## config.mk

```make
export PLATFORM = sky130hd
export DESIGN_NAME = least_squares_line_fit
export DESIGN_NICKNAME = d
export VERILOG_FILES = /design/src/hw/rtl/lsf_pkg.sv /design/src/hw/rtl/lsf_accum.sv /design/src/hw/rtl/lsf_fifo.sv /design/src/hw/rtl/lsf_solve.sv /design/src/hw/rtl/least_squares_line_fit.sv
export SDC_FILE = /design/constraint.sdc
export NUM_CORES = 2
export LEC_CHECK = 0
export BUFFER_PORTS_ARGS = -buffer_cell sky130_fd_sc_hd__buf_2
export CORE_ASPECT_RATIO = 0.7
export CORE_MARGIN = 3
export CORE_UTILIZATION = 70
export CTS_BUF_LIST = sky130_fd_sc_hd__clkbuf_4 sky130_fd_sc_hd__clkbuf_8 sky130_fd_sc_hd__clkbuf_16
export DETAILED_ROUTE_END_ITERATION = 10
export MAX_ROUTING_LAYER = met4
export PLACE_DENSITY_LB_ADDON = 0.05
export RECOVER_POWER = 25
export SETUP_SLACK_MARGIN = 0.05
export SYNTH_ARGS = -nofsm -noshare
export SYNTH_HDL_FRONTEND = slang
export SYNTH_SLANG_ARGS = --single-unit
```

## constraint.sdc

```tcl
create_clock -name clk -period 21.6 [get_ports clk]
set_input_delay 2.16 -clock clk [delete_from_list [all_inputs] [get_ports clk]]
set_output_delay 2.16 -clock clk [all_outputs]
set_load 0.05 [all_outputs]
```

## src/hw/rtl/lsf_pkg.sv

```systemverilog
// Shared types and codes for the least-squares line fit block.
// No dependencies; imported by lsf_accum, lsf_solve and the top level.
package lsf_pkg;

  localparam int SAMPLE_BITS = 12;
  localparam int COUNT_OUT_W = 13;
  localparam int RESULT_W    = 32;

  localparam logic [1:0] ST_OK    = 2'd0;
  localparam logic [1:0] ST_DEGEN = 2'd1;
  localparam logic [1:0] ST_SAT   = 2'd2;
  localparam logic [1:0] ST_DROP  = 2'd3;

  typedef struct packed {
    logic signed [SAMPLE_BITS-1:0] x_value;
    logic signed [SAMPLE_BITS-1:0] y_value;
    logic                          last_point;
  } lsf_in_t;

  typedef struct packed {
    logic signed [RESULT_W-1:0] slope;
    logic signed [RESULT_W-1:0] intercept;
    logic [COUNT_OUT_W-1:0]     point_count;
    logic [1:0]                 fit_status;
  } lsf_out_t;

endpackage

```

## src/hw/rtl/lsf_accum.sv

```systemverilog
// Front end: exact running sums, one point per cycle unless queue is full.
// Depends on lsf_pkg. Hands a finished set to the queue on the last point.
module lsf_accum
  import lsf_pkg::*;
#(
  parameter int MAX_POINTS = 4096,
  parameter int CNT_W      = 13,
  parameter int SX_W       = 25,
  parameter int SXX_W      = 37
) (
  input  logic                    clk,
  input  logic                    rst_n,
  input  logic                    in_valid,
  output logic                    in_ready,
  input  lsf_in_t                 in_word,
  input  logic                    q_full,
  output logic                    snap_push,
  output logic [CNT_W-1:0]        snap_cnt,
  output logic signed [SX_W-1:0]  snap_sx,
  output logic signed [SX_W-1:0]  snap_sy,
  output logic signed [SXX_W-1:0] snap_sxx,
  output logic signed [SXX_W-1:0] snap_sxy,
  output logic                    snap_drop
);

  logic [CNT_W-1:0]        count_r;
  logic signed [SX_W-1:0]  sx_r, sy_r;
  logic signed [SXX_W-1:0] sxx_r, sxy_r;
  logic                    drop_r;

  logic                               accept, room;
  logic signed [2*SAMPLE_BITS-1:0]    xx, xy;

  assign in_ready = !q_full;
  assign accept   = in_valid && in_ready;
  assign room     = count_r < CNT_W'(MAX_POINTS);
  assign xx       = in_word.x_value * in_word.x_value;
  assign xy       = in_word.x_value * in_word.y_value;

  always_comb begin
    snap_cnt  = count_r;
    snap_sx   = sx_r;
    snap_sy   = sy_r;
    snap_sxx  = sxx_r;
    snap_sxy  = sxy_r;
    snap_drop = drop_r;
    if (room) begin
      snap_cnt = count_r + CNT_W'(1);
      snap_sx  = sx_r + SX_W'(in_word.x_value);
      snap_sy  = sy_r + SX_W'(in_word.y_value);
      snap_sxx = sxx_r + SXX_W'(xx);
      snap_sxy = sxy_r + SXX_W'(xy);
    end else begin
      snap_drop = 1'b1;
    end
  end

  assign snap_push = accept && in_word.last_point;

  always_ff @(posedge clk) begin
    if (!rst_n || snap_push) begin
      count_r <= '0;
      sx_r    <= '0;
      sy_r    <= '0;
      sxx_r   <= '0;
      sxy_r   <= '0;
      drop_r  <= 1'b0;
    end else if (accept) begin
      count_r <= snap_cnt;
      sx_r    <= snap_sx;
      sy_r    <= snap_sy;
      sxx_r   <= snap_sxx;
      sxy_r   <= snap_sxy;
      drop_r  <= snap_drop;
    end
  end

  a_count_bound: assert property (@(posedge clk) disable iff (!rst_n)
    count_r <= CNT_W'(MAX_POINTS)) else $error("point count above capacity");

endmodule

```

## src/hw/rtl/lsf_fifo.sv

```systemverilog
// Small register queue that carries finished sets from front to back end.
// No dependencies beyond lsf_pkg conventions.
module lsf_fifo #(
  parameter int W     = 8,
  parameter int DEPTH = 2
) (
  input  logic         clk,
  input  logic         rst_n,
  input  logic         push,
  input  logic [W-1:0] din,
  output logic         full,
  input  logic         pop,
  output logic [W-1:0] dout,
  output logic         empty
);

  localparam int AW = (DEPTH > 1) ? $clog2(DEPTH) : 1;
  localparam int CW = $clog2(DEPTH + 1);

  logic [W-1:0]  mem_r [DEPTH];
  logic [AW-1:0] wp_r, rp_r;
  logic [CW-1:0] cnt_r;

  assign full  = cnt_r == CW'(DEPTH);
  assign empty = cnt_r == '0;
  assign dout  = mem_r[rp_r];

  always_ff @(posedge clk) begin
    if (push && !full) begin
      mem_r[wp_r] <= din;
    end
  end

  always_ff @(posedge clk) begin
    if (!rst_n) begin
      wp_r  <= '0;
      rp_r  <= '0;
      cnt_r <= '0;
    end else begin
      if (push && !full) begin
        wp_r <= (wp_r == AW'(DEPTH - 1)) ? '0 : wp_r + AW'(1);
      end
      if (pop && !empty) begin
        rp_r <= (rp_r == AW'(DEPTH - 1)) ? '0 : rp_r + AW'(1);
      end
      cnt_r <= cnt_r + CW'(push && !full) - CW'(pop && !empty);
    end
  end

  a_no_overflow: assert property (@(posedge clk) disable iff (!rst_n)
    push |-> !full) else $error("push into full queue");

endmodule

```

## src/hw/rtl/lsf_solve.sv

```systemverilog
// Back end: forms the fit determinants with a serial multiplier and
// divides with a restoring serial divider. Depends on lsf_pkg.
module lsf_solve
  import lsf_pkg::*;
#(
  parameter int FRAC_BITS = 16,
  parameter int CNT_W     = 13,
  parameter int SX_W      = 25,
  parameter int SXX_W     = 37
) (
  input  logic                    clk,
  input  logic                    rst_n,
  input  logic                    job_valid,
  output logic                    job_pop,
  input  logic [CNT_W-1:0]        job_cnt,
  input  logic signed [SX_W-1:0]  job_sx,
  input  logic signed [SX_W-1:0]  job_sy,
  input  logic signed [SXX_W-1:0] job_sxx,
  input  logic signed [SXX_W-1:0] job_sxy,
  input  logic                    job_drop,
  output logic                    out_valid,
  input  logic                    out_ready,
  output lsf_out_t                out_word
);

  localparam int OW  = SXX_W + 1;
  localparam int NW  = 2 * OW + 1;
  localparam int DV  = NW + FRAC_BITS;
  localparam int QW  = RESULT_W + 1;
  localparam int MCW = $clog2(OW + 1);
  localparam int DCW = $clog2(DV + 1);

  localparam logic [2:0] S_IDLE  = 3'd0;
  localparam logic [2:0] S_MLOAD = 3'd1;
  localparam logic [2:0] S_MUL   = 3'd2;
  localparam logic [2:0] S_DLOAD = 3'd3;
  localparam logic [2:0] S_DIV   = 3'd4;
  localparam logic [2:0] S_DONE  = 3'd5;

  logic [2:0]              state_r;
  logic signed [OW-1:0]    n_r, sx_r, sy_r, sxx_r, sxy_r;
  logic [CNT_W-1:0]        cnt_r;
  logic                    drop_r, degen_r, sat_r, pneg_r, neg_r, ovf_r, j_r;
  logic [2:0]              k_r;
  logic [MCW-1:0]          mstep_r;
  logic [DCW-1:0]          dstep_r;
  logic [2*OW-1:0]         mcand_r, prod_r;
  logic [OW-1:0]           mplier_r;
  logic signed [NW-1:0]    t_r, d_r, na_r, nb_r;
  logic [DV-1:0]           dvd_r;
  logic [NW-1:0]           rem_r;
  logic [QW-1:0]           q_r;
  logic signed [RESULT_W-1:0] slope_r, icpt_r;
  logic                    out_valid_r;
  lsf_out_t                out_r;

  logic signed [OW-1:0]    op_a, op_b;
  logic [OW-1:0]           mag_a, mag_b;
  logic [2*OW-1:0]         prod_sum;
  logic [NW-1:0]           pz;
  logic signed [NW-1:0]    p_s, diff, num;
  logic [NW-1:0]           num_mag;
  logic [NW:0]             sh, dpos;
  logic                    ge, ovf_n, sat_i;
  logic [QW-1:0]           q_n, lim, v;
  logic [RESULT_W-1:0]     res;
  logic                    out_load;

  always_comb begin
    case (k_r)
      3'd0: begin op_a = n_r;   op_b = sxx_r; end
      3'd1: begin op_a = sx_r;  op_b = sx_r;  end
      3'd2: begin op_a = n_r;   op_b = sxy_r; end
      3'd3: begin op_a = sx_r;  op_b = sy_r;  end
      3'd4: begin op_a = sxx_r; op_b = sy_r;  end
      3'd5: begin op_a = sxy_r; op_b = sx_r;  end
      default: begin op_a = '0; op_b = '0; end
    endcase
  end

  assign mag_a    = op_a[OW-1] ? OW'(-op_a) : OW'(op_a);
  assign mag_b    = op_b[OW-1] ? OW'(-op_b) : OW'(op_b);
  assign prod_sum = prod_r + (mplier_r[0] ? mcand_r : '0);
  assign pz       = NW'(prod_sum);
  assign p_s      = pneg_r ? $signed(NW'(-pz)) : $signed(pz);
  assign diff     = t_r - p_s;

  assign num      = j_r ? nb_r : na_r;
  assign num_mag  = num[NW-1] ? NW'(-num) : NW'(num);

  assign sh       = {rem_r, dvd_r[DV-1]};
  assign dpos     = {1'b0, d_r};
  assign ge       = sh >= dpos;
  assign q_n      = {q_r[QW-2:0], ge};
  assign ovf_n    = ovf_r | q_r[QW-1];
  assign lim      = neg_r ? (QW'(1) << (RESULT_W - 1)) : ((QW'(1) << (RESULT_W - 1)) - QW'(1));
  assign sat_i    = ovf_n || (q_n > lim);
  assign v        = sat_i ? lim : q_n;
  assign res      = neg_r ? RESULT_W'(-v[RESULT_W-1:0]) : v[RESULT_W-1:0];

  assign job_pop  = (state_r == S_IDLE) && job_valid;
  assign out_load = (state_r == S_DONE) && (!out_valid_r || out_ready);
  assign out_valid = out_valid_r;
  assign out_word  = out_r;

  always_ff @(posedge clk) begin
    if (!rst_n) begin
      state_r     <= S_IDLE;
      out_valid_r <= 1'b0;
    end else begin
      if (out_load) begin
        out_valid_r <= 1'b1;
      end else if (out_ready) begin
        out_valid_r <= 1'b0;
      end
      case (state_r)
        S_IDLE: begin
          if (job_valid) begin
            state_r <= S_MLOAD;
          end
        end
        S_MLOAD: begin
          state_r <= S_MUL;
        end
        S_MUL: begin
          if (mstep_r == MCW'(OW - 1)) begin
            if (k_r == 3'd1 && diff <= 0) begin
              state_r <= S_DONE;
            end else if (k_r == 3'd5) begin
              state_r <= S_DLOAD;
            end else begin
              state_r <= S_MLOAD;
            end
          end
        end
        S_DLOAD: begin
          state_r <= S_DIV;
        end
        S_DIV: begin
          if (dstep_r == DCW'(DV - 1)) begin
            state_r <= j_r ? S_DONE : S_DLOAD;
          end
        end
        S_DONE: begin
          if (out_load) begin
            state_r <= S_IDLE;
          end
        end
        default: begin
          state_r <= S_IDLE;
        end
      endcase
    end
  end

  // Datapath registers; sequencing is owned by state_r above.
  always_ff @(posedge clk) begin
    case (state_r)
      S_IDLE: begin
        n_r     <= OW'($signed({1'b0, job_cnt}));
        sx_r    <= OW'(job_sx);
        sy_r    <= OW'(job_sy);
        sxx_r   <= OW'(job_sxx);
        sxy_r   <= OW'(job_sxy);
        cnt_r   <= job_cnt;
        drop_r  <= job_drop;
        degen_r <= 1'b0;
        sat_r   <= 1'b0;
        slope_r <= '0;
        icpt_r  <= '0;
        k_r     <= '0;
        j_r     <= 1'b0;
      end
      S_MLOAD: begin
        mcand_r  <= (2*OW)'(mag_a);
        mplier_r <= mag_b;
        prod_r   <= '0;
        pneg_r   <= op_a[OW-1] ^ op_b[OW-1];
        mstep_r  <= '0;
      end
      S_MUL: begin
        prod_r   <= prod_sum;
        mcand_r  <= mcand_r << 1;
        mplier_r <= mplier_r >> 1;
        mstep_r  <= mstep_r + MCW'(1);
        if (mstep_r == MCW'(OW - 1)) begin
          k_r <= k_r + 3'd1;
          case (k_r)
            3'd0, 3'd2, 3'd4: t_r <= p_s;
            3'd1: begin
              d_r     <= diff;
              degen_r <= diff <= 0;
            end
            3'd3: na_r <= diff;
            3'd5: nb_r <= diff;
            default: t_r <= p_s;
          endcase
        end
      end
      S_DLOAD: begin
        neg_r   <= num[NW-1];
        dvd_r   <= DV'(num_mag) << FRAC_BITS;
        rem_r   <= '0;
        q_r     <= '0;
        ovf_r   <= 1'b0;
        dstep_r <= '0;
      end
      S_DIV: begin
        rem_r   <= ge ? NW'(sh - dpos) : NW'(sh);
        dvd_r   <= dvd_r << 1;
        q_r     <= q_n;
        ovf_r   <= ovf_n;
        dstep_r <= dstep_r + DCW'(1);
        if (dstep_r == DCW'(DV - 1)) begin
          sat_r <= sat_r | sat_i;
          j_r   <= 1'b1;
          if (j_r) begin
            icpt_r <= res;
          end else begin
            slope_r <= res;
          end
        end
      end
      default: begin
      end
    endcase
    if (out_load) begin
      out_r.slope       <= slope_r;
      out_r.intercept   <= icpt_r;
      out_r.point_count <= COUNT_OUT_W'(cnt_r);
      out_r.fit_status  <= degen_r ? ST_DEGEN : sat_r ? ST_SAT : drop_r ? ST_DROP : ST_OK;
    end
  end

  a_div_positive: assert property (@(posedge clk) disable iff (!rst_n)
    state_r == S_DIV |-> d_r > 0) else $error("division by non-positive determinant");

  a_degen_zero: assert property (@(posedge clk) disable iff (!rst_n)
    out_valid_r && out_r.fit_status == ST_DEGEN |-> out_r.slope == 0 && out_r.intercept == 0)
    else $error("degenerate fit with nonzero result");

endmodule

```

## src/hw/rtl/least_squares_line_fit.sv

```systemverilog
// Top level of the least-squares line fit block.
// Depends on lsf_pkg, lsf_accum, lsf_fifo and lsf_solve.
//
// Usage: points arrive as words on the in_ channel (valid/ready). Every
// accepted point, up to MAX_POINTS per set, is added into exact sums of x,
// y, x*x, x*y and a count in the same cycle, so the front end takes one word
// per cycle while the queue is not full. A word with last_point set closes
// the set: its sums move into a two-entry queue and the accumulators restart
// at zero on the next word. The back end takes one set at a time from the
// queue. It forms six products with a serial shift-add multiplier (OW being
// the sum_xx width plus one, 38 by default) and then runs two restoring
// divisions of NW+FRAC_BITS bits each (NW = 2*OW+1). A determinant that is
// not positive skips the divisions after the second product.
// The result word waits in an output register; while it waits, the back end
// can finish the next set and the front end keeps accepting points until
// the queue is full, at which point in_ready drops.
// Reset (rst_n low, synchronous) empties the queue, clears all sums and
// drops any pending result.
module least_squares_line_fit
  import lsf_pkg::*;
#(
  parameter int MAX_POINTS = 4096,
  parameter int FRAC_BITS  = 16
) (
  input  logic     clk,
  input  logic     rst_n,
  input  logic     in_valid,
  output logic     in_ready,
  input  lsf_in_t  in_word,
  output logic     out_valid,
  input  logic     out_ready,
  output lsf_out_t out_word
);

  // Sum widths follow from the capacity so that no sum can wrap.
  localparam int CNT_W = $clog2(MAX_POINTS + 1);
  localparam int SX_W  = SAMPLE_BITS + CNT_W;
  localparam int SXX_W = 2 * SAMPLE_BITS + CNT_W;
  localparam int SW    = CNT_W + 2 * SX_W + 2 * SXX_W + 1;

  logic                    q_full, q_empty, snap_push, job_pop;
  logic [CNT_W-1:0]        snap_cnt, job_cnt;
  logic signed [SX_W-1:0]  snap_sx, snap_sy, job_sx, job_sy;
  logic signed [SXX_W-1:0] snap_sxx, snap_sxy, job_sxx, job_sxy;
  logic                    snap_drop, job_drop;
  logic [SW-1:0]           q_din, q_dout;

  lsf_accum #(
    .MAX_POINTS(MAX_POINTS),
    .CNT_W     (CNT_W),
    .SX_W      (SX_W),
    .SXX_W     (SXX_W)
  ) u_accum (
    .clk      (clk),
    .rst_n    (rst_n),
    .in_valid (in_valid),
    .in_ready (in_ready),
    .in_word  (in_word),
    .q_full   (q_full),
    .snap_push(snap_push),
    .snap_cnt (snap_cnt),
    .snap_sx  (snap_sx),
    .snap_sy  (snap_sy),
    .snap_sxx (snap_sxx),
    .snap_sxy (snap_sxy),
    .snap_drop(snap_drop)
  );

  assign q_din = {snap_cnt, snap_sx, snap_sy, snap_sxx, snap_sxy, snap_drop};

  lsf_fifo #(
    .W    (SW),
    .DEPTH(2)
  ) u_queue (
    .clk  (clk),
    .rst_n(rst_n),
    .push (snap_push),
    .din  (q_din),
    .full (q_full),
    .pop  (job_pop),
    .dout (q_dout),
    .empty(q_empty)
  );

  assign {job_cnt, job_sx, job_sy, job_sxx, job_sxy, job_drop} = q_dout;

  lsf_solve #(
    .FRAC_BITS(FRAC_BITS),
    .CNT_W    (CNT_W),
    .SX_W     (SX_W),
    .SXX_W    (SXX_W)
  ) u_solve (
    .clk      (clk),
    .rst_n    (rst_n),
    .job_valid(!q_empty),
    .job_pop  (job_pop),
    .job_cnt  (job_cnt),
    .job_sx   (job_sx),
    .job_sy   (job_sy),
    .job_sxx  (job_sxx),
    .job_sxy  (job_sxy),
    .job_drop (job_drop),
    .out_valid(out_valid),
    .out_ready(out_ready),
    .out_word (out_word)
  );

endmodule
```

[Yosys cells after proc, flatten, opt, wreduce, memory -nomap -nowiden]
Memories as Yosys holds them, arrays and structs flattened. A register that Yosys moved wholly into a read port is not among the register bits.
Index checks and enable logic that the tools add are counted.
Storage, ports and cells
  bits in registers: 1012
  bits in writable memories: 276
  word-level logic and storage cells: 182
  memories kept: 1
Memories
  u_queue.mem_r: depth 2, bits a word 138, read ports 1, clocked after Yosys merged registers in 1, write ports 1, line lsf_fifo.sv:20  | logic [W-1:0] mem_r [DEPTH];
Cells by class
  $add $sub $neg: 20
  multipliers: 2
  $lt $le $gt $ge: 4
  equality and inequality tests: 20
  multiplexer cells: 58
  bitwise logic cells: 4
  reductions and logical operators: 37
Operators by type and width (number)
  $mux W77: 4
  $pmux W38 S4: 2
  $pmux W76 S2: 2
  $mux W32: 7
  $pmux W93 S2: 1
  $pmux W77 S2: 1
  $sub A77 B77 Y77: 2
  $pmux W32 S2: 2
  $ge A78 B77 Y1: 1
  $le A77 B1 Y1 const B: 1
  $neg A76 Y77: 1
  $neg A77 Y77: 1
  $add A76 B76 Y76: 1
  $mux W38: 2
  $mux W76: 1
  $neg A38 Y38: 2
  $pmux W38 S2: 1
  $add A37 B24 Y37: 2
  $mux W37: 2
  $pmux W33 S2: 1
  $add A25 B12 Y25: 2
  $mux W25: 2
  $mul A12 B12 Y24: 2
  $gt A33 B32 Y1: 1
  other kinds (40): 101

[Logic depth before layout (Yosys ltp)]
  word-level depth: 10
  mapped depth: 48
  depth with buffers taken out: 46

[By module]
From an unflattened synthesis, not the netlist that was laid out.
Unflattened totals
  cells, all modules: 8960
  area, all modules: 93273.2 um^2
By module, submodules not included
  lsf_solve: instances 1, cells an instance 5655, area each 58642.5 um^2
  lsf_accum: instances 1, cells an instance 2850, area each 24387.1 um^2
  lsf_fifo: instances 1, cells an instance 454, area each 10239.8 um^2
  least_squares_line_fit: instances 1, cells an instance 1, area each 3.8 um^2

[Worst setup path after synthesis]
Ideal clock, no wire load.
  kind: flip-flop to flip-flop
  start: register u_solve.state_r[0]
  end: register u_solve.state_r[2]
  setup time: 0.119 ns
  arrival time: 11.657 ns
  required time: 21.481 ns
  setup slack: 9.824 ns
  stages on the path, launching flop included: 6
  buffers on the path: 1
  period minus slack after synthesis: 11.776 ns
  cells stage by stage: dfxtp_1 > clkbuf_1 > nor3_1 > a221o_1 > nor2_1 > o221a_1
On the way
  cells in the longest elaborated chain, start to end: 4
RTL lines
  from (decl): line lsf_solve.sv:40  | logic [2:0] state_r;
  from (signal assigned): line lsf_solve.sv:141  | state_r <= j_r ? S_DONE : S_DLOAD;
  $eq A3 B3 Y1: line lsf_solve.sv:102, lsf_solve.sv:116
  $logic_and A1 B1 Y1: line lsf_solve.sv:102  | assign out_load = (state_r == S_DONE) && (!out_valid_r || out_ready);
  $ne A2 B1 Y1 (no line)
  $reduce_and A4 Y1 (no line)
Parallel ways exist; a longest one is shown, timed or not.
A chain may end at the register's enable or synchronous reset.

[Worst setup path after layout]
  start: register u_solve.mplier_r[0]
  end: register u_solve.state_r[2]
On the way
  cells in the longest elaborated chain, start to end: 10
RTL lines
  from (decl): line lsf_solve.sv:48  | logic [OW-1:0] mplier_r;
  from (signal assigned): line lsf_solve.sv:176  | mplier_r <= mag_b;
  from (signal assigned): line lsf_solve.sv:184  | mplier_r <= mplier_r >> 1;
  $mux W76 *: line lsf_solve.sv:83  | assign prod_sum = prod_r + (mplier_r[0] ? mcand_r : '0);
  $add A76 B76 Y76 *: line lsf_solve.sv:83
  $neg A76 Y77: line lsf_solve.sv:85  | assign p_s = pneg_r ? $signed(NW'(-pz)) : $signed(pz);
  $mux W77 *: line lsf_solve.sv:85
  via u_solve.p_s[25]: line lsf_solve.sv:61  | logic signed [NW-1:0] p_s, diff, num;
  $sub A77 B77 Y77 *: line lsf_solve.sv:86  | assign diff = t_r - p_s;
  via u_solve.diff[37]: line lsf_solve.sv:61
  $le A77 B1 Y1 *: line lsf_solve.sv:127  | if (k_r == 3'd1 && diff <= 0) begin
  $logic_and A1 B1 Y1 *: line lsf_solve.sv:127
  $mux W3 *: line lsf_solve.sv:127
  $mux W3 *: line lsf_solve.sv:126  | if (mstep_r == MCW'(OW - 1)) begin
  $pmux W3 S6 *: line lsf_solve.sv:116  | case (state_r)
The timed path passes the listed nets; every way through them passes the cells marked *. The select of a mux whose other input is x is not followed.

==> flow_results.xml <==
<?xml version="1.0" encoding="UTF-8"?>
<metrics>
  <group name="cts">
    <metric name="tritoncts.num_buffers" unit="">137</metric>
    <metric name="cts.reportedPaths.clkPinSlew" unit="ns">0.07</metric>
    <metric name="latest_clock_arrival_within_the_worst_skew_pair" unit="ns">0.80</metric>
    <metric name="cts_root_buffer" unit="">sky130_fd_sc_hd__clkbuf_16</metric>
    <metric name="holdBufCountCts" unit="">0</metric>
    <metric name="cts-root-to-sink-buffers" unit="">3</metric>
    <metric name="cts_sinks" unit="">1410</metric>
    <metric name="cts-htree-levels" unit="">4</metric>
    <metric name="cts_setup_buffers" unit="">0</metric>
    <metric name="post_cts_resize_count" unit="">0</metric>
    <metric name="cts_tree" unit="">done</metric>
  </group>
  <group name="drt">
    <metric name="drt-initial-drc-count" unit="">8932</metric>
    <metric name="antenna_left" unit="">0</metric>
    <metric name="avgViaCountPerCell" unit="">6.47</metric>
    <metric name="drc_viols" unit="">0</metric>
    <metric name="detailedRoute.firstPassIterationCount" unit="">9</metric>
    <metric name="vias" unit="">67416</metric>
    <metric name="detail_route.wirelength" unit="mm">235</metric>
    <metric name="routedWlPerCell" unit="um">22.5</metric>
  </group>
  <group name="critical_path">
    <metric name="reg2reg_to" unit="">u_solve.state_r[2]</metric>
    <metric name="rr_worst_depth" unit="">39</metric>
    <metric name="cell_with_the_largest_stage_delay_on_the_worst_path" unit="">sky130_fd_sc_hd__clkbuf_1</metric>
    <metric name="critical_path_class" unit="">flip-flop to flip-flop</metric>
    <metric name="worstPathMaxFanout" unit="">76</metric>
    <metric name="worst_setup_path_end_kind" unit="">flip-flop</metric>
    <metric name="timing.critical_path.from_type" unit="">flip-flop</metric>
    <metric name="timing.critical_path.required" unit="ns">22.33</metric>
    <metric name="timing.rr.start" unit="">u_solve.mplier_r[0]</metric>
    <metric name="worstPathArrival" unit="ns">14.47</metric>
    <metric name="critPathCapture" unit="">u_solve.state_r[2]</metric>
    <metric name="critical_path_s_largest_stage_delay" unit="ns">1.97</metric>
    <metric name="critical_path_startpoint" unit="">u_solve.mplier_r[0]</metric>
    <metric name="setup_slack_of_the_worst_register_to_register_path" unit="ns">7.86</metric>
  </group>
  <group name="timing">
    <metric name="timing_worst_slew_pin_value" unit="ns">4.57</metric>
    <metric name="timing.setup.tns" unit="ns">0</metric>
    <metric name="hold_viol" unit="">0</metric>
    <metric name="max_freq" unit="MHz">72.8</metric>
    <metric name="final_worst_path_cycle_share" unit="%">63.6</metric>
    <metric name="setup_violations" unit="">0</metric>
    <metric name="fin_hold_ws" unit="ns">0.416</metric>
    <metric name="post-route-min-period" unit="ns">13.74</metric>
    <metric name="rsz0062_at_grt" unit="">false</metric>
    <metric name="worst_skew" unit="ns">0.0478</metric>
    <metric name="final-max-slew-violation-count" unit="">925</metric>
    <metric name="relSlewSlack" unit="%">-205</metric>
  </group>
  <group name="logic_synthesis">
    <metric name="synthArstFlopShare" unit="%">0</metric>
    <metric name="avgSynthCellArea" unit="um2">10.5</metric>
    <metric name="yosys_top_cell_area_share" unit="%">41.8</metric>
    <metric name="yosysSeqAreaShare" unit="%">45.0</metric>
    <metric name="yosysWarnings" unit="">0</metric>
    <metric name="synth.net_count" unit="">9569</metric>
    <metric name="postSynth.topFlopCell" unit="">sky130_fd_sc_hd__edfxtp_1</metric>
    <metric name="netlist_instances" unit="">8628</metric>
    <metric name="synth_enable_flop_cells" unit="">1264</metric>
    <metric name="ys_seq_elements" unit="">1410</metric>
    <metric name="post-synth-top-area-cell" unit="">sky130_fd_sc_hd__edfxtp_1</metric>
    <metric name="library_cells_used_by_synthesis" unit="">98</metric>
    <metric name="netlist_area" unit="mm2">0.0909</metric>
    <metric name="synthTopCellsByArea" unit="">sky130_fd_sc_hd__edfxtp_1, sky130_fd_sc_hd__fa_1, sky130_fd_sc_hd__ha_1</metric>
  </group>
  <group name="global_routing">
    <metric name="globalRoute.busiestLayer" unit="">met1</metric>
    <metric name="global_route.usage.met2" unit="%">48.5</metric>
    <metric name="track_usage" unit="%">36.2</metric>
    <metric name="global_route_track_usage_on_met1" unit="%">55.7</metric>
    <metric name="grt_pass1_vias" unit="">64888</metric>
    <metric name="antenna_found_initial" unit="">6</metric>
    <metric name="grt_max_degree" unit="">155</metric>
    <metric name="grt_overflow_total" unit="">0</metric>
    <metric name="grt_first_pass_wirelength" unit="mm">370</metric>
    <metric name="grt_use_met3" unit="%">8.62</metric>
  </group>
  <group name="status">
    <metric name="failed_checks" unit="">capacitance limit, slew limit</metric>
    <metric name="status" unit="">complete, but fails checks</metric>
  </group>
  <group name="hold_path">
    <metric name="timing.hold.worst.class" unit="">flip-flop to flip-flop</metric>
  </group>
  <group name="placement">
    <metric name="portBuffers" unit="">109</metric>
    <metric name="placed_area" unit="mm2">0.0930</metric>
    <metric name="gp_routability_congestion" unit="">0.962</metric>
    <metric name="dp.final_hpwl" unit="mm">169</metric>
  </group>
  <group name="finish">
    <metric name="filler_cell_count_in_the_final_layout" unit="">8298</metric>
    <metric name="design.final.nets" unit="">9528</metric>
    <metric name="ratio_of_cells_with_drive_above_1_in_the_final_layout" unit="%">6.90</metric>
    <metric name="finalInstanceArea" unit="mm2">0.0976</metric>
    <metric name="util_after_layout" unit="%">76.5</metric>
    <metric name="layout_overhead_on_the_synthesized_area" unit="%">7.37</metric>
  </group>
  <group name="die">
    <metric name="placement_rows" unit="">109</metric>
    <metric name="ports_placed_on_the_boundary" unit="">110</metric>
    <metric name="initial_core_util" unit="%">71.3</metric>
    <metric name="placeableCoreArea" unit="mm2">0.128</metric>
    <metric name="floorplan.die.height" unit="um">307</metric>
    <metric name="design.die.area" unit="mm2">0.134</metric>
    <metric name="floorplan.die.width" unit="um">437</metric>
  </group>
  <group name="job">
    <metric name="max-cap-violations" unit="">18</metric>
  </group>
</metrics>
==> state kept, by name, summed over array words and instances, names as in the netlist, 38 cells and up <==
register	count
u_queue.mem_r	276
u_solve.out_word	79
u_solve.d_r	77
u_solve.dvd_r	77
u_solve.na_r	77
u_solve.nb_r	77
u_solve.rem_r	77
u_solve.t_r	77
u_solve.mcand_r	76
u_solve.prod_r	76
u_solve.mplier_r	38
==> how the worst min path moves through the flow <==
stage / to / startpoint / slack (ns) / cells past startpoint
finish: u_solve.out_word[54] / u_solve.slope_r[7] / 0.42 / 0
global route: u_solve.out_word[58] / u_solve.slope_r[11] / 0.41 / 0
CTS: u_solve.out_word[26] / u_solve.icpt_r[11] / 0.41 / 0
detailed placement: u_solve.out_word[21] / u_solve.icpt_r[6] / 0.40 / 0
global placement: u_solve.out_word[42] / u_solve.icpt_r[27] / 0.40 / 0
floorplan: u_solve.out_word[15] / u_solve.icpt_r[0] / 0.40 / 0
==> critical path: cells and delay by family (launching register included) <==
| family | cells | cell delay, ns |
|---|---|---|
| and+or+nand+nor | 16 | 5.87 |
| AOI/OAI and AO/OA | 15 | 3.96 |
| buffers and inverters | 3 | 2.11 |
| adders and majority gates | 3 | 1.02 |
| xor gates and xnor gates | 2 | 0.38 |
| DFF | 1 | 0.32 |
==> cells in the mapped netlist, types with 33 or more instances <==
| master | n |
|---|---|
| sky130_fd_sc_hd__dfxtp_1 | 146 |
| sky130_fd_sc_hd__xnor2_1 | 330 |
| sky130_fd_sc_hd__or3_1 | 56 |
| sky130_fd_sc_hd__nand2_1 | 931 |
| sky130_fd_sc_hd__a221oi_1 | 33 |
| sky130_fd_sc_hd__xor2_1 | 211 |
| sky130_fd_sc_hd__nor3_1 | 205 |
| sky130_fd_sc_hd__a211oi_1 | 47 |
| sky130_fd_sc_hd__a21oi_1 | 512 |
| sky130_fd_sc_hd__nand2b_1 | 58 |
| sky130_fd_sc_hd__a31oi_1 | 40 |
| sky130_fd_sc_hd__nand3_1 | 115 |
| sky130_fd_sc_hd__and3_1 | 111 |
| sky130_fd_sc_hd__nand4_1 | 67 |
| sky130_fd_sc_hd__ha_1 | 496 |
| sky130_fd_sc_hd__o21ai_0 | 510 |
| sky130_fd_sc_hd__edfxtp_1 | 1264 |
| sky130_fd_sc_hd__o21a_1 | 45 |
| sky130_fd_sc_hd__a21boi_0 | 50 |
| sky130_fd_sc_hd__nor2_1 | 641 |
| sky130_fd_sc_hd__nor2b_1 | 43 |
| sky130_fd_sc_hd__fa_1 | 416 |
| sky130_fd_sc_hd__o31ai_1 | 61 |
| sky130_fd_sc_hd__clkbuf_1 | 332 |
| sky130_fd_sc_hd__and2_1 | 256 |
| sky130_fd_sc_hd__inv_1 | 678 |
| sky130_fd_sc_hd__mux2_2 | 162 |
| sky130_fd_sc_hd__mux2i_1 | 105 |
| sky130_fd_sc_hd__a21o_1 | 162 |
| sky130_fd_sc_hd__o21bai_1 | 60 |
==> logic make-up after synthesis <==
kind of cell    synth area share, %
simple gates                   13.7
compound gates                 12.5
flops                          45.0
buf+inv                        4.30
fa+ha+maj                      16.1
xor+xnor                       5.27
mux                            3.16
other cells                 0.00413
==> layer usage <==
layer,vias to the layer above,share of wire (%)
met5,-,0
met4,0,2.1
met3,343,13
met2,3729,41
met1,32847,44
li1,30497,-
==> cells in the final DEF, fill, tap and decap left out, drive strengths merged, types with 205 or more instances in the layout <==
master,count
nor3,205
ha,496
fa,416
nor2,641
xnor2,331
nand2,931
xor2,211
o21ai,519
edfxtp,1264
a21oi,512
inv,683
and2,256
==> per-stage QoR <==
step,std cells,setup slack (ns)
final,10422,7.86
after global routing,10421,6.85
after CTS,10420,9.56
after floorplan,8628,9.82
after global placement,10168,9.68
after detailed placement,10168,9.60
==> area by class of cell <==
cell class,count,area (um2),share of cell area [%]
inverters,678,2550,2.61
diodes,2,5.00,0.00513
clock buffers,172,3780,3.87
multi-input cells,6178,46200,47.3
flip-flops and latches,1410,40900,41.9
repair buffers,182,1060,1.09
clock inverters,80,970,0.994
well taps,1720,2150,2.21
Power is left out: the tool's default activity adds up to more than one toggle a clock period on the data nets, which glitch-free logic cannot reach.
